<file path="src/rtl/rtsm_pkg.sv">
package rtsm_pkg;

    localparam logic [7:0] HALF_PERIOD_RESET = 8'd2;
    localparam logic [3:0] BITS_PER_BYTE     = 4'd8;

    // Sequencer phases, one-hot.
    typedef enum logic [10:0] {
        PH_IDLE   = 11'b000_0000_0001,
        PH_PRE    = 11'b000_0000_0010,
        PH_EN     = 11'b000_0000_0100,
        PH_CMD_HI = 11'b000_0000_1000,
        PH_CMD_LO = 11'b000_0001_0000,
        PH_WR_HI  = 11'b000_0010_0000,
        PH_WR_LO  = 11'b000_0100_0000,
        PH_RD_REL = 11'b000_1000_0000,
        PH_RD_HI  = 11'b001_0000_0000,
        PH_RD_LO  = 11'b010_0000_0000,
        PH_RD_END = 11'b100_0000_0000
    } t_phase;

    typedef struct packed {
        logic       start_req;
        logic       operation;
        logic [7:0] command;
        logic [7:0] write_data;
        logic       io_in;
    } t_request;

    typedef struct packed {
        logic       enable_pin;
        logic       clock_pin;
        logic       data_out;
        logic       data_drive;
        logic       busy_res;
        logic       done_res;
        logic [7:0] read_data;
    } t_result;

endpackage

</file>
<file path="src/rtl/rtsm_in_if.sv">
interface rtsm_in_if;
    logic       valid;
    logic       ready;
    logic       start_req;
    logic       operation;
    logic [7:0] command;
    logic [7:0] write_data;
    logic       io_in;

    modport source (
        output valid, start_req, operation, command, write_data, io_in,
        input  ready
    );
    modport sink (
        input  valid, start_req, operation, command, write_data, io_in,
        output ready
    );
endinterface

</file>
<file path="src/rtl/rtsm_out_if.sv">
interface rtsm_out_if;
    logic       valid;
    logic       ready;
    logic       enable_pin;
    logic       clock_pin;
    logic       data_out;
    logic       data_drive;
    logic       busy_res;
    logic       done_res;
    logic [7:0] read_data;

    modport source (
        output valid, enable_pin, clock_pin, data_out, data_drive, busy_res, done_res,
               read_data,
        input  ready
    );
    modport sink (
        input  valid, enable_pin, clock_pin, data_out, data_drive, busy_res, done_res,
               read_data,
        output ready
    );
endinterface

</file>
<file path="src/rtl/rtsm_seq.sv">
// Transaction sequencer: advances by one tick for every accepted input transfer.
module rtsm_seq (
    input  logic              i_clk,
    input  logic              i_rst_n,
    input  logic              i_step,
    input  logic [7:0]        i_half_period,
    input  rtsm_pkg::t_request i_req,
    output rtsm_pkg::t_result  o_result
);

    rtsm_pkg::t_phase r_phase, n_phase;
    logic [3:0] r_bit_count, n_bit_count;
    logic [7:0] r_tick_count, n_tick_count;
    logic [7:0] r_out_shift, n_out_shift;
    logic [7:0] r_pending, n_pending;
    logic [7:0] r_in_shift, n_in_shift;
    logic       r_is_read, n_is_read;
    logic [7:0] r_last_read, n_last_read;
    logic       r_en, n_en;
    logic       r_clk_pin, n_clk_pin;
    logic       r_dout, n_dout;
    logic       r_drv, n_drv;

    logic [7:0] half;
    logic       leave;
    logic       done;
    logic [3:0] bit_inc;
    logic [7:0] shifted;
    logic [7:0] sampled;

    assign half    = (i_half_period == 8'd0) ? 8'd1 : i_half_period;
    assign leave   = r_tick_count >= half;
    assign bit_inc = r_bit_count + 4'd1;
    assign shifted = {1'b0, r_out_shift[7:1]};
    assign sampled = {i_req.io_in, r_in_shift[7:1]};

    always_comb begin
        n_phase      = r_phase;
        n_bit_count  = r_bit_count;
        n_tick_count = leave ? r_tick_count : r_tick_count + 8'd1;
        n_out_shift  = r_out_shift;
        n_pending    = r_pending;
        n_in_shift   = r_in_shift;
        n_is_read    = r_is_read;
        n_last_read  = r_last_read;
        n_en         = r_en;
        n_clk_pin    = r_clk_pin;
        n_dout       = r_dout;
        n_drv        = r_drv;
        done         = 1'b0;

        unique case (r_phase)
            rtsm_pkg::PH_PRE: if (leave) begin
                n_en = 1'b1; n_clk_pin = 1'b0; n_dout = 1'b0; n_drv = 1'b0;
                n_phase = rtsm_pkg::PH_EN;
                n_tick_count = 8'd1;
            end
            rtsm_pkg::PH_EN: if (leave) begin
                n_bit_count = 4'd0;
                n_en = 1'b1; n_clk_pin = 1'b1; n_drv = 1'b1; n_dout = r_out_shift[0];
                n_phase = rtsm_pkg::PH_CMD_HI;
                n_tick_count = 8'd1;
            end
            rtsm_pkg::PH_CMD_HI: if (leave) begin
                n_clk_pin = 1'b0;
                n_phase = rtsm_pkg::PH_CMD_LO;
                n_tick_count = 8'd1;
            end
            rtsm_pkg::PH_WR_HI: if (leave) begin
                n_clk_pin = 1'b0;
                n_phase = rtsm_pkg::PH_WR_LO;
                n_tick_count = 8'd1;
            end
            rtsm_pkg::PH_RD_HI: if (leave) begin
                n_clk_pin = 1'b0;
                n_phase = rtsm_pkg::PH_RD_LO;
                n_tick_count = 8'd1;
            end
            rtsm_pkg::PH_CMD_LO: if (leave) begin
                n_tick_count = 8'd1;
                if (bit_inc < rtsm_pkg::BITS_PER_BYTE) begin
                    n_out_shift = shifted;
                    n_bit_count = bit_inc;
                    n_en = 1'b1; n_clk_pin = 1'b1; n_drv = 1'b1; n_dout = shifted[0];
                    n_phase = rtsm_pkg::PH_CMD_HI;
                end else if (r_is_read) begin
                    n_out_shift = shifted;
                    n_bit_count = 4'd0;
                    n_en = 1'b1; n_clk_pin = 1'b0; n_dout = 1'b0; n_drv = 1'b0;
                    n_phase = rtsm_pkg::PH_RD_REL;
                end else begin
                    // Command done on a write: load the data byte and drive its first bit.
                    n_out_shift = r_pending;
                    n_bit_count = 4'd0;
                    n_en = 1'b1; n_clk_pin = 1'b1; n_drv = 1'b1; n_dout = r_pending[0];
                    n_phase = rtsm_pkg::PH_WR_HI;
                end
            end
            rtsm_pkg::PH_WR_LO: if (leave) begin
                n_out_shift = shifted;
                n_bit_count = bit_inc;
                if (bit_inc < rtsm_pkg::BITS_PER_BYTE) begin
                    n_en = 1'b1; n_clk_pin = 1'b1; n_drv = 1'b1; n_dout = shifted[0];
                    n_phase = rtsm_pkg::PH_WR_HI;
                    n_tick_count = 8'd1;
                end else begin
                    n_en = 1'b0; n_clk_pin = 1'b0; n_dout = 1'b0; n_drv = 1'b0;
                    n_phase = rtsm_pkg::PH_IDLE;
                    n_tick_count = 8'd0;
                    done = 1'b1;
                end
            end
            rtsm_pkg::PH_RD_REL: if (leave) begin
                n_in_shift = sampled;
                n_en = 1'b1; n_clk_pin = 1'b1; n_dout = 1'b0; n_drv = 1'b0;
                n_phase = rtsm_pkg::PH_RD_HI;
                n_tick_count = 8'd1;
            end
            rtsm_pkg::PH_RD_LO: if (leave) begin
                n_bit_count = bit_inc;
                n_tick_count = 8'd1;
                if (bit_inc < rtsm_pkg::BITS_PER_BYTE) begin
                    n_in_shift = sampled;
                    n_phase = rtsm_pkg::PH_RD_HI;
                end else begin
                    n_phase = rtsm_pkg::PH_RD_END;
                end
                n_en = 1'b1; n_clk_pin = 1'b1; n_dout = 1'b0; n_drv = 1'b0;
            end
            rtsm_pkg::PH_RD_END: if (leave) begin
                // The clock is left high in idle after a read.
                n_en = 1'b0; n_clk_pin = 1'b1; n_dout = 1'b0; n_drv = 1'b0;
                n_last_read = r_in_shift;
                n_phase = rtsm_pkg::PH_IDLE;
                n_tick_count = 8'd0;
                done = 1'b1;
            end
            default: begin
                // Idle, and any code without meaning.
                n_phase      = rtsm_pkg::PH_IDLE;
                n_tick_count = r_tick_count;
                if (i_req.start_req) begin
                    n_is_read    = i_req.operation;
                    n_out_shift  = i_req.command;
                    n_pending    = i_req.write_data;
                    n_bit_count  = 4'd0;
                    n_en = 1'b0; n_clk_pin = 1'b0; n_dout = 1'b0; n_drv = 1'b0;
                    n_phase      = rtsm_pkg::PH_PRE;
                    n_tick_count = 8'd1;
                end
            end
        endcase
    end

    always_ff @(posedge i_clk) begin
        if (!i_rst_n) begin
            r_phase      <= rtsm_pkg::PH_IDLE;
            r_bit_count  <= 4'd0;
            r_tick_count <= 8'd0;
            r_out_shift  <= 8'd0;
            r_pending    <= 8'd0;
            r_in_shift   <= 8'd0;
            r_is_read    <= 1'b0;
            r_last_read  <= 8'd0;
            r_en         <= 1'b0;
            r_clk_pin    <= 1'b0;
            r_dout       <= 1'b0;
            r_drv        <= 1'b0;
        end else if (i_step) begin
            r_phase      <= n_phase;
            r_bit_count  <= n_bit_count;
            r_tick_count <= n_tick_count;
            r_out_shift  <= n_out_shift;
            r_pending    <= n_pending;
            r_in_shift   <= n_in_shift;
            r_is_read    <= n_is_read;
            r_last_read  <= n_last_read;
            r_en         <= n_en;
            r_clk_pin    <= n_clk_pin;
            r_dout       <= n_dout;
            r_drv        <= n_drv;
        end
    end

    always_comb begin
        o_result.enable_pin = n_en;
        o_result.clock_pin  = n_clk_pin;
        o_result.data_out   = n_drv & n_dout;
        o_result.data_drive = n_drv;
        o_result.busy_res   = n_phase != rtsm_pkg::PH_IDLE;
        o_result.done_res   = done;
        o_result.read_data  = n_last_read;
    end

endmodule

</file>
<file path="src/rtl/rtsm_out_stage.sv">
// Result register with valid/ready; takes a new result whenever the slot
// is empty or is being emptied in the same cycle.
module rtsm_out_stage (
    input  logic              i_clk,
    input  logic              i_rst_n,
    input  logic              i_load,
    input  rtsm_pkg::t_result  i_result,
    output logic              o_can_load,
    rtsm_out_if.source        o_res
);

    logic              r_valid, n_valid;
    rtsm_pkg::t_result r_result;

    assign o_can_load = !r_valid || o_res.ready;
    assign n_valid    = i_load || (r_valid && !o_res.ready);

    always_ff @(posedge i_clk) begin
        if (!i_rst_n) begin
            r_valid <= 1'b0;
        end else begin
            r_valid <= n_valid;
        end
    end

    always_ff @(posedge i_clk) begin
        if (i_load) begin
            r_result <= i_result;
        end
    end

    assign o_res.valid      = r_valid;
    assign o_res.enable_pin = r_result.enable_pin;
    assign o_res.clock_pin  = r_result.clock_pin;
    assign o_res.data_out   = r_result.data_out;
    assign o_res.data_drive = r_result.data_drive;
    assign o_res.busy_res   = r_result.busy_res;
    assign o_res.done_res   = r_result.done_res;
    assign o_res.read_data  = r_result.read_data;

endmodule

</file>
<file path="src/rtl/three_wire_serial_master_top.sv">
// The result of an accepted input transfer is captured in the result register at the edge that accepts it.
// Throughput: one input transfer per cycle while the result side takes every result;
// the result register frees in the same cycle it is read.
// Reset (synchronous, active low): sequencer idle, pins low and data released,
// last read byte zero, half period two ticks, result register empty.
module three_wire_serial_master_top (
    input  logic       i_clk,
    input  logic       i_rst_n,
    input  logic       i_cfg_we,
    input  logic [7:0] i_cfg_wdata,
    rtsm_in_if.sink    i_req,
    rtsm_out_if.source o_res
);

    // Half-period length in ticks. Zero is treated as one inside the sequencer.
    logic [7:0] r_half_period;

    always_ff @(posedge i_clk) begin
        if (!i_rst_n) begin
            r_half_period <= rtsm_pkg::HALF_PERIOD_RESET;
        end else if (i_cfg_we) begin
            r_half_period <= i_cfg_wdata;
        end
    end

    // Each accepted input transfer is one tick of the serial link. The sequencer
    // state advances at the same edge the tick is accepted, and the resulting pin
    // levels and status are captured in the result register.
    rtsm_pkg::t_request req;
    rtsm_pkg::t_result  result;
    logic               can_load;
    logic               step;

    assign req.start_req  = i_req.start_req;
    assign req.operation  = i_req.operation;
    assign req.command    = i_req.command;
    assign req.write_data = i_req.write_data;
    assign req.io_in      = i_req.io_in;

    assign i_req.ready = can_load;
    assign step        = i_req.valid && can_load;

    rtsm_seq u_seq (
        .i_clk         (i_clk),
        .i_rst_n       (i_rst_n),
        .i_step        (step),
        .i_half_period (r_half_period),
        .i_req         (req),
        .o_result      (result)
    );

    rtsm_out_stage u_out (
        .i_clk      (i_clk),
        .i_rst_n    (i_rst_n),
        .i_load     (step),
        .i_result   (result),
        .o_can_load (can_load),
        .o_res      (o_res)
    );

    // A completing tick always reports the link as no longer busy.
    a_done_not_busy: assert property (@(posedge i_clk) disable iff (!i_rst_n)
        o_res.valid |-> !(o_res.done_res && o_res.busy_res))
        else $error("done reported while still busy");

    // The data pin carries a level only while the master drives it.
    a_dout_driven: assert property (@(posedge i_clk) disable iff (!i_rst_n)
        o_res.valid |-> (!o_res.data_out || o_res.data_drive))
        else $error("data level without drive");

    // The result register is empty right after reset.
    a_reset_empty: assert property (@(posedge i_clk)
        !i_rst_n |=> !o_res.valid)
        else $error("result valid after reset");

    // An input transfer while the result side stalls is impossible.
    a_no_overrun: assert property (@(posedge i_clk) disable iff (!i_rst_n)
        (o_res.valid && !o_res.ready) |-> !i_req.ready)
        else $error("input taken over a stalled result");

endmodule

</file>
<file path="src/flat_wrapper.sv">
// flat-port wrapper written by rule: the top's interface ports become plain ports
module three_wire_serial_master_top_flat 
  (i_clk, i_rst_n, i_cfg_we, i_cfg_wdata, i_req_valid, i_req_start_req, i_req_operation, i_req_command, i_req_write_data, i_req_io_in, i_req_ready, o_res_valid, o_res_enable_pin, o_res_clock_pin, o_res_data_out, o_res_data_drive, o_res_busy_res, o_res_done_res, o_res_read_data, o_res_ready);
  rtsm_in_if i_req_i ();
  rtsm_out_if o_res_i ();
  input  logic i_clk;
  input  logic i_rst_n;
  input  logic i_cfg_we;
  input  logic [7:0] i_cfg_wdata;
  input wire logic [$bits(i_req_i.valid)-1:0] i_req_valid;
  input wire logic [$bits(i_req_i.start_req)-1:0] i_req_start_req;
  input wire logic [$bits(i_req_i.operation)-1:0] i_req_operation;
  input wire logic [$bits(i_req_i.command)-1:0] i_req_command;
  input wire logic [$bits(i_req_i.write_data)-1:0] i_req_write_data;
  input wire logic [$bits(i_req_i.io_in)-1:0] i_req_io_in;
  output wire logic [$bits(i_req_i.ready)-1:0] i_req_ready;
  output wire logic [$bits(o_res_i.valid)-1:0] o_res_valid;
  output wire logic [$bits(o_res_i.enable_pin)-1:0] o_res_enable_pin;
  output wire logic [$bits(o_res_i.clock_pin)-1:0] o_res_clock_pin;
  output wire logic [$bits(o_res_i.data_out)-1:0] o_res_data_out;
  output wire logic [$bits(o_res_i.data_drive)-1:0] o_res_data_drive;
  output wire logic [$bits(o_res_i.busy_res)-1:0] o_res_busy_res;
  output wire logic [$bits(o_res_i.done_res)-1:0] o_res_done_res;
  output wire logic [$bits(o_res_i.read_data)-1:0] o_res_read_data;
  input wire logic [$bits(o_res_i.ready)-1:0] o_res_ready;
  assign i_req_i.valid = i_req_valid;
  assign i_req_i.start_req = i_req_start_req;
  assign i_req_i.operation = i_req_operation;
  assign i_req_i.command = i_req_command;
  assign i_req_i.write_data = i_req_write_data;
  assign i_req_i.io_in = i_req_io_in;
  assign i_req_ready = i_req_i.ready;
  assign o_res_valid = o_res_i.valid;
  assign o_res_enable_pin = o_res_i.enable_pin;
  assign o_res_clock_pin = o_res_i.clock_pin;
  assign o_res_data_out = o_res_i.data_out;
  assign o_res_data_drive = o_res_i.data_drive;
  assign o_res_busy_res = o_res_i.busy_res;
  assign o_res_done_res = o_res_i.done_res;
  assign o_res_read_data = o_res_i.read_data;
  assign o_res_i.ready = o_res_ready;
  three_wire_serial_master_top u_core (.i_clk(i_clk), .i_rst_n(i_rst_n), .i_cfg_we(i_cfg_we), .i_cfg_wdata(i_cfg_wdata), .i_req(i_req_i), .o_res(o_res_i));
endmodule
</file>
<file path="config.mk">
export PLATFORM = sky130hd
export DESIGN_NAME = three_wire_serial_master_top_flat
export DESIGN_NICKNAME = d
export VERILOG_FILES = /design/src/rtl/rtsm_pkg.sv /design/src/rtl/rtsm_in_if.sv /design/src/rtl/rtsm_out_if.sv /design/src/rtl/rtsm_seq.sv /design/src/rtl/rtsm_out_stage.sv /design/src/rtl/three_wire_serial_master_top.sv /design/src/flat_wrapper.sv
export SDC_FILE = /design/constraint.sdc
export NUM_CORES = 1
export LEC_CHECK = 0
export ABC_AREA = 1
export BUFFER_PORTS_ARGS = -buffer_cell sky130_fd_sc_hd__buf_2
export CAP_MARGIN = 20
export CORE_ASPECT_RATIO = 0.6
export CORE_MARGIN = 3
export CORE_UTILIZATION = 50
export DETAILED_ROUTE_END_ITERATION = 6
export PLACE_DENSITY = 0.69
export SETUP_SLACK_MARGIN = 0.05
export SYNTH_ARGS = -nofsm -noshare
export SYNTH_HDL_FRONTEND = slang
export SYNTH_SLANG_ARGS = --single-unit
</file>
<file path="constraint.sdc">
create_clock -name i_clk -period 2.55 [get_ports i_clk]
set_clock_uncertainty 0.05 [all_clocks]
set_input_delay 0 -clock i_clk [delete_from_list [all_inputs] [get_ports i_clk]]
set_output_delay 0 -clock i_clk [all_outputs]
set_load 0.05 [all_outputs]
</file>
-- After elaboration in Yosys (flattened, before gate mapping)
Index checks and enable logic that the tools add are counted.
- add/sub/neg operators: 2
- order comparisons: 2
- equal/unequal tests: 18
- muxes and demuxes: 74
- bitwise operators: 4
- reductions and logical operators: 26
- operators by type and width (cell ; number):
    $mux W8 ; 17
    $mux W11 ; 11
    $pmux W11 S10 ; 1
    $pmux W8 S3 ; 2
    $mux W1 ; 29
    $mux W4 ; 5
    $pmux W4 S4 ; 1
    $pmux W8 S2 ; 1
    $reduce_or A8 Y1 ; 2
    $ne A2 B2 Y1 const B ; 6
    $reduce_or A4 Y1 ; 3
    $eq A11 B10 Y1 const B ; 1
    $eq A11 B11 Y1 const B ; 1
    $eq A11 B2 Y1 const B ; 1
    $eq A11 B3 Y1 const B ; 1
    $eq A11 B4 Y1 const B ; 1
    $eq A11 B5 Y1 const B ; 1
    $eq A11 B6 Y1 const B ; 1
    $eq A11 B7 Y1 const B ; 1
    $eq A11 B8 Y1 const B ; 1
    $eq A11 B9 Y1 const B ; 1
    $ne A11 B1 Y1 const B ; 1
    $pmux W1 S5 ; 2
    $reduce_and A5 Y1 ; 2
    other kinds (26) ; 33
- register bits after elaboration: 83
- input port bits: 32
- output and inout port bits: 16
- logic and storage cells: 147

-- Longest topological paths before layout
Gate-level depths: netlist (run 1).
- depth in word-level cells: 6
- depth in mapped cells: 17
- depth with buffers taken out: 17

-- Modules after synthesis
Synthesis (run 1) repeated with hierarchy kept, for this count alone.
- cells, all modules: 711
- area, all modules: 4727.0 µm²
- modules (own cells, without submodules) (module ; times used ; cells an instance ; area an instance (µm²) ; seq. area each (µm²)):
    rtsm_seq ; 1 ; 639 ; 3912.5 ; 1201.2
    rtsm_out_stage ; 1 ; 20 ; 466.7 ; 440.4
    three_wire_serial_master_top ; 1 ; 52 ; 347.8 ; 160.2

-- Worst setup path after synthesis (run 1)
OpenSTA, ideal clock, no wires.
- path kind: reg2reg
- start point: reg u_core.u_out.r_valid (netlist: u_core.u_out.o_res.valid)
- end point: reg u_core.u_seq.r_phase[9]
- library setup time: 0.116 ns
- data arrival time: 2.373 ns
- data required time: 2.384 ns
- setup slack: 0.010 ns
- stages on the path, launching flop included: 8
- path buffers: 2
- period minus slack after synthesis: 2.540 ns
- cell sequence: dfxtp_1 nand2_1 nand2_1 clkinv_1 buf_2 buf_2 o211ai_1 inv_1
- longest elaborated chain between the ends: 3
- RTL lines (element ; line ; text):
    start: declaration ; rtsm_out_stage.sv:12 ; logic r_valid, n_valid;
    start signal: assignment ; rtsm_out_stage.sv:22 ; r_valid <= n_valid;
    $logic_not A1 Y1 ; rtsm_out_stage.sv:15 ; assign o_can_load = !r_valid || o_res.ready;
    $logic_or A1 B1 Y1 ; rtsm_out_stage.sv:15 ;
    net i_req_ready ; flat_wrapper.sv:16 ; output wire logic [$bits(i_req_i.ready)-1:0] i_req_ready;
    $logic_and A1 B1 Y1 ; three_wire_serial_master_top.sv:41 ; assign step = i_req.valid && can_load;
    net u_core.step ; three_wire_serial_master_top.sv:32 ; logic step;
    end signal: assignment ; rtsm_seq.sv:157 ; r_phase <= rtsm_pkg::PH_IDLE;
    end signal: assignment ; rtsm_seq.sv:170 ; r_phase <= n_phase;
    end: declaration ; rtsm_seq.sv:11 ; rtsm_pkg::t_phase r_phase, n_phase;
The timed path passes the listed nets, and every way through them passes these cells.
A chain may end at the register's enable or synchronous reset.

==> impl_metrics.py, run 1 <==
metrics = {
    "status": {
        "status": "completed",
    },
    "power": {
        "p_clk_share_pct": 39.9,
        "sw_frac_of_total_pct": 27.6,
        "p_per_area_mw_per_mm2": 612,
        "peakVddDrop_mv": 0.408,
        "pwr-share-comb_pct": 17.2,
        "cellLeakagePower_nw": 2.67,
        "intPower_mw": 2.47,
        "switchingPower_mw": 0.943,
        "p_seq_share_pct": 42.9,
        "power.total_mw": 3.42,
    },
    "synth": {
        "post-synth-top-area-cell": "dfxtp_1",
        "synth.distinct_cells": 41,
        "syn-num-nets": 685,
        "synth_top_area_share_pct": 30.2,
        "avgSynthCellArea_um2": 7.12,
        "synth.yosys.seq_area_share_pct": 39.4,
        "netlist_area_mm2": 0.00458,
        "syn-instance-count": 643,
        "ys_top_cells_by_area": "dfxtp_1 30%, nand2_1 12%, edfxtp_1 9.2%",
        "yosysWarnings": 0,
        "ys_ff_latch": 83,
    },
    "die": {
        "rows": 26,
        "die_area_mm2": 0.0104,
        "core_area_mm2": 0.00872,
        "die_y_um": 80.1,
        "ioPinCount": 48,
        "start_util_pct": 52.5,
        "die_w_um": 130,
    },
    "final_layout": {
        "antenna-diode-count": 0,
        "stdcell_area_mm2": 0.00558,
        "drive_gt1_share_pct": 16.6,
        "fillers": 783,
        "area_delta_synth_final_pct": 21.9,
        "final_nets": 765,
    },
    "worst_setup_path": {
        "crit_top_cell": "nand2_1",
        "r2r_slack_ps": 130,
        "r2r_start": "u_core.r_half_period[1]",
        "critPathMaxFanout": 10,
        "path_class": "flop to flop",
        "end_kind": "flop",
        "crit_arrival_ps": 2550,
        "r2r_cells": 16,
        "max_stage_delay_ps": 320,
        "cpLargestDelayFamily": "simple AND/OR/NAND/NOR gates",
        "worst-path-buf-inv": 2,
        "start_kind": "flop",
        "cp_data_required_time_ps": 2680,
        "worstPathCellList": "nor4_2 > a41o_1 > ha_1 > inv_1 > nand2_1 > nand2_1 > nand2_1 > nand2_1 > nand2_1 > nand3_4 > buf_6 > o21ai_1 > nor2_1 > nand2_1 > nand2_1 > a21oi_1",
        "regToRegEndpoint": "u_core.u_out.o_res.data_out",
        "slowest_stage": "dfxtp_1",
    },
    "sta": {
        "tightest_slew_ps": 998,
        "slew_headroom_pct": 33.4,
        "fmax_ghz": 0.414,
        "min_period_over_period_pct": 94.8,
        "min_period_ps": 2420,
        "rsz0062_at_grt": "true",
        "slew_violations": 0,
        "hold_violations": 0,
        "setup_violations": 0,
    },
    "detailed_routing": {
        "wirelength_um": 12100,
        "drc": 0,
        "drt-pass1-iter-count": 5,
        "wl_per_cell_um": 14.4,
        "ant_nets": 0,
        "drt_iter0_drc": 375,
        "vias": 4475,
        "avgViaCountPerCell": 5.33,
    },
    "global_route": {
        "grt_antenna_before_repair": 0,
        "first_global_vias": 4146,
        "grt_start_max_net_pins": 44,
        "track_usage_pct": 24.5,
        "gr-total-overflow": 0,
        "grt_pass1_wl_um": 20100,
    },
    "clock_tree": {
        "cts_sinks": 83,
        "root_buffer": "clkbuf_16",
        "cts_made_buffers": 9,
        "cts_tree": "built",
        "htree_levels": 3,
        "clk_pin_slew_ps": 60,
        "cts_max_path_buffers": 2,
        "clk_latency_ps": 340,
    },
    "job": {
        "cap_violations": 0,
    },
    "hold_path": {
        "hp-class": "input port to flop",
        "min_to": "u_core.u_seq.r_out_shift[6]",
        "whs_path_depth": 5,
        "hp-start": "i_req_command[6]",
    },
    "placed_design": {
        "dp_hpwl_um": 8480,
        "gp_congestion": 0.973,
        "portBuffers": 47,
        "dpl_cell_area_mm2": 0.00492,
    },
}
-- state kept, by name (all words and copies together), names as in the netlist, 4 cells and up --
name / flops
u_core.u_seq.r_out_shift: 8
u_core.u_out.o_res.read_data: 8
u_core.u_seq.r_in_shift: 8
u_core.u_seq.r_bit_count: 4
u_core.u_seq.r_phase: 11
u_core.u_seq.r_pending: 8
u_core.r_half_period: 8
u_core.u_seq.r_tick_count: 8
u_core.u_seq.r_last_read: 8
-- per-stage QoR --
| stage | utilization (%) | setup TNS [ps] | hold WS, ps | setup WS (ps) | std cells |
|---|---|---|---|---|---|
| final | 64.0 | 0 | 47.0 | 133 | 840 |
| after floorplan | - | 0 | 61.1 | 204 | 643 |
| after global placement | 56.4 | 0 | 180 | 220 | 792 |
| after global routing | 64.0 | 0 | 48.5 | 3.93 | 840 |
| after CTS | 63.6 | 0 | 24.4 | 50.8 | 839 |
| after detailed placement | 56.4 | -6.53 | 175 | -6.53 | 792 |
-- cell usage in the layout (no fill, tap or decap), drive strengths merged --
cell           n
a41o           1
o211ai        13
o21a           1
nand2        157
a21oi         49
a31oi          1
inv           93
o2111ai        1
a22oi          1
bufinv         2
buf           58
nor4           1
clkbuf        13
dlygate4sd3   30
nand4         11
a21o           1
clkinv         2
ha            10
nand3         38
xnor2          1
edfxtp        14
xor2           3
dfxtp         69
nor3           8
o21ai         67
nor2          83
-- tightest hold or removal path: stages --
cell	delay (ps)
buf_2	80
a22oi_1	60
nand2_1	100
nor2_1	60
nor2_1	90
-- timing repair --
item / 4_1_cts / 5_1_grt
pin swaps: 1 / 1
endpoints found under the hold margin: 26 / 0
buffers inserted: 1 / 1
resized for setup: 0 / 7
endpoints found under the setup margin: 9 / 33
hold buffers: 30 / 0
-- cells in the mapped netlist --
| library cell | number |
|---|---|
| nor2_2 | 8 |
| buf_6 | 3 |
| inv_4 | 1 |
| edfxtp_1 | 14 |
| o211ai_4 | 1 |
| a21o_1 | 1 |
| xnor2_1 | 1 |
| nor2_4 | 1 |
| nor4_1 | 1 |
| a21oi_1 | 47 |
| o21ai_1 | 22 |
| nor2_1 | 71 |
| nand2_2 | 11 |
| nand3_4 | 2 |
| nor2_8 | 3 |
| nand3_1 | 30 |
| a21oi_2 | 2 |
| nand4_4 | 1 |
| clkbuf_1 | 11 |
| nand2_1 | 143 |
| nor3_2 | 1 |
| o211ai_1 | 12 |
| a22oi_1 | 1 |
| o2111ai_1 | 1 |
| o21ai_2 | 1 |
| inv_2 | 7 |
| o21ai_0 | 44 |
| o21a_1 | 1 |
| buf_2 | 4 |
| clkinv_1 | 1 |
| xor2_1 | 3 |
| dfxtp_1 | 69 |
| inv_1 | 85 |
| nor3_1 | 7 |
| nand4_1 | 10 |
| nand2_4 | 3 |
| nand3_2 | 6 |
| a31oi_1 | 1 |
| a41o_1 | 1 |
| buf_4 | 1 |
| ha_1 | 10 |
-- cells by family (layout without fill, tap and decap cells) --
| family | Yosys count | in the layout | synth area share [%] |
|---|---|---|---|
| adder cells (fa/ha/maj) | 10 | 10 | 2.73 |
| flip-flops | 83 | 83 | 39.4 |
| AO/OA/AOI/OAI | 135 | 135 | 16.4 |
| XOR/XNOR | 4 | 4 | 0.765 |
| buffers and inverters | 113 | 198 | 10.0 |
| AND/OR/NAND/NOR | 298 | 298 | 30.7 |
-- power by group through the flow --
stage	clock network, mW	logic, mW	registers, mW
after floorplan	0	0.339	1.54
after global placement	0	0.513	1.49
after detailed placement	0	0.532	1.49
after CTS	1.38	0.578	1.46
after global routing	1.43	0.650	1.48
final	1.36	0.589	1.47
-- metal layers --
metal / global-route usage (%) / vias to the layer above / share of wire (%)
met5: 0 / - / 0
met4: 5.19 / 0 / 0.54
met3: 5.25 / 10 / 7.4
met2: 38.7 / 152 / 44
met1: 34.5 / 2073 / 48
li1: - / 2240 / -
-- cell type report --
cell class	instances	area [um2]	area share (%)
multi-input cells	447	2340	42.0
inverters	94	358	6.41
flip-flops and latches	83	1800	32.3
clock inverters	3	65.1	1.17
repair buffers	88	634	11.4
clock buffers	13	240	4.30
well taps	112	140	2.51
-- how the worst max path moves through the flow --
stage,start,slack [ps],endpoint,cells after the start
floorplan,u_core.u_out.o_res.valid,200,u_core.u_seq.r_phase[9],7
global placement,u_core.r_half_period[1],220,u_core.u_seq.r_out_shift[7],15
detailed placement,u_core.r_half_period[1],-7,u_core.u_seq.r_out_shift[6],15
CTS,u_core.r_half_period[1],50,u_core.u_out.o_res.data_out,16
global route,u_core.r_half_period[1],4,u_core.u_out.o_res.data_out,16
finish,u_core.r_half_period[1],130,u_core.u_out.o_res.data_out,16
Note: power is estimated with default switching activity, not from simulation.
==> run 2: changes to the inputs <==
==> constraint.sdc (replaced) <==
create_clock -name i_clk -period 2.7 [get_ports i_clk]
set_clock_uncertainty 0.05 [all_clocks]
set_input_delay 0 -clock i_clk [delete_from_list [all_inputs] [get_ports i_clk]]
set_output_delay 0 -clock i_clk [all_outputs]
set_load 0.05 [all_outputs]
==> run 2 against run 1 <==
Against the previous run:
- final cell count is 0.12% lower
- count of clock-buffer cells in the layout shrank 1
- flip-flop and latch count did not move
- utilization increased by 0.10 points
- combinational power fell by 7.0%
- final area up 0.16%
- critical path depth shrank 6
- first-iteration DRC count is 3.5% lower
- die area is the same
- critical path type unchanged
- highest routed layer unchanged
==> impl_metrics.py, run 2 (synthesis results as in run 1) <==
metrics = {
    "sta": {
        "min_period_over_period_pct": 92.6,
        "tightest_slew_ps": 1060,
        "min_period_ps": 2500,
        "rsz0062_at_grt": "false",
        "hold_violations": 0,
        "fmax_ghz": 0.400,
        "slew_violations": 0,
        "setup_violations": 0,
        "setup-tns-final_ps": 0,
        "slew_headroom_pct": 29.6,
    },
    "final_layout": {
        "antenna-diode-count": 0,
        "regMostFlops": "u_core.u_seq.r_phase",
        "multi_input_area_mm2": 0.00233,
        "seq_area_mm2": 0.00180,
        "drive_gt1_share_pct": 16.6,
        "fillers": 761,
        "final_nets": 764,
        "largest_register_ffs": 11,
        "stdcell_count": 839,
        "final_cell_mix": "142 x nand2_1, 85 x inv_1, 71 x nor2_1, 69 x dfxtp_1",
        "area_delta_synth_final_pct": 22.1,
        "layout_commonest_cell": "nand2_1",
        "fin_util_pct": 64.1,
    },
    "hold_path": {
        "whs_path_depth": 5,
        "min_to": "u_core.u_seq.r_out_shift[5]",
        "hp-start": "i_req_command[5]",
        "hp-class": "input port to flop",
    },
    "placed_design": {
        "portBuffers": 47,
        "dp_hpwl_um": 8390,
        "dp.cells": 790,
        "gp_congestion": 0.930,
    },
    "global_route": {
        "grt_pass1_wl_um": 20300,
        "grt_start_max_net_pins": 44,
        "gr-total-overflow": 0,
        "first_global_vias": 4088,
        "track_usage_pct": 24.7,
        "grt_antenna_before_repair": 0,
    },
    "clock_tree": {
        "cts_max_path_buffers": 2,
        "cts_sinks": 83,
        "cts_tree": "built",
        "clk_pin_slew_ps": 60,
        "htree_levels": 3,
        "root_buffer": "clkbuf_16",
        "cts_made_buffers": 9,
        "clk_latency_ps": 340,
    },
    "die": {
        "die_w_um": 130,
        "start_util_pct": 52.5,
        "rows": 26,
        "ioPinCount": 48,
        "core_area_mm2": 0.00872,
        "die_y_um": 80.1,
        "die_area_mm2": 0.0104,
    },
    "detailed_routing": {
        "vias": 4498,
        "drc": 0,
        "drt-pass1-iter-count": 5,
        "wirelength_um": 12200,
        "drt_iter0_drc": 362,
        "avgViaCountPerCell": 5.36,
        "ant_nets": 0,
        "wl_per_cell_um": 14.6,
    },
    "worst_setup_path": {
        "worstPathCellList": "inv_1 > ha_1 > nand2_1 > nor2_1 > nand4_1 > nand3_4 > inv_4 > nor2_2 > o21ai_0 > a21oi_1",
        "max_stage_delay_ps": 420,
        "cp_data_required_time_ps": 2910,
        "start_kind": "flop",
        "path_class": "flop to flop",
        "r2r_cells": 10,
        "crit_arrival_ps": 2710,
        "slowest_stage": "nor2_2",
        "r2r_slack_ps": 200,
        "critPathMaxFanout": 13,
        "end_kind": "flop",
        "regToRegEndpoint": "u_core.u_seq.r_in_shift[2]",
        "r2r_start": "u_core.r_half_period[7]",
    },
    "status": {
        "status": "completed",
    },
    "job": {
        "cap_violations": 0,
    },
    "power": {
        "p_per_area_mw_per_mm2": 602,
        "cellLeakagePower_nw": 2.68,
        "peakVddDrop_mv": 0.375,
        "power.total_mw": 3.37,
    },
}
## run 2: changes by cell type in the layout (fill, tap and decap cells not counted), sizes merged
cell    before  now
clkbuf      13   12
bufinv       2    3
buf         58   57
## run 2: layout make-up
class                           count  area share (%)
Clock buffer                       12            4.41
Clock inverter                      4            1.77
Timing Repair Buffer               87            10.9
Inverter                           94            6.40
Tap cell                          112            2.51
Sequential cell                    83            32.2
Multi-Input combinational cell    447            41.8
## run 2: how the worst max path moves through the flow
stage	from	endpoint	slack, ps	cells past startpoint
floorplan	u_core.u_out.o_res.valid	u_core.u_seq.r_phase[9]	160	7
CTS	u_core.r_half_period[7]	u_core.u_seq.r_in_shift[2]	110	10
finish	u_core.r_half_period[7]	u_core.u_seq.r_in_shift[2]	200	10
global route	u_core.r_half_period[1]	u_core.u_seq.r_phase[5]	40	15
global placement	u_core.r_half_period[1]	u_core.u_seq.r_phase[5]	220	15
detailed placement	u_core.r_half_period[7]	u_core.u_seq.r_in_shift[2]	130	10
## run 2: repair_timing
item / 4_1_cts / 5_1_grt
hold buffers: 30 / 0
endpoints found under the hold margin: 26 / 0
buffers inserted: 0 / 3
gates resized for setup: 0 / 4
endpoints found under the setup margin: 0 / 39
## run 2: routing by layer
metal  share of wire (%)  routed length [um]  track usage (%)
met1                  49                5960             35.7
met2                  42                5150             37.2
met3                 7.7                 943             6.38
met4                 1.3                 163             5.39
met5                   0                   0                0
## run 2: report_power, final
| part | switching (mW) | leakage, nW | total (mW) | internal [mW] |
|---|---|---|---|---|
| combinational | 0.362 | 1.81 | 0.548 | 0.186 |
| clock | 0.501 | 0.167 | 1.43 | 0.932 |
| sequential | 0.0498 | 0.707 | 1.39 | 1.34 |
## run 2: stage by stage
| step | cell area, um2 | hold WS, ps | setup slack, ps |
|---|---|---|---|
| after floorplan | 4580 | 61.1 | 160 |
| after global placement | 4900 | 177 | 221 |
| after detailed placement | 4900 | 200 | 128 |
| after CTS | 5550 | 5.25 | 107 |
| after global routing | 5590 | 44.5 | 38.6 |
| final | 5590 | 15.2 | 201 |
## run 2: critical path: cells and delay by family, from the launching register on
family	cells	cell delay, ps
buf+inv	2	170
fa+ha+maj	1	300
simple gates	5	1230
compound gates	2	370
flops	1	310
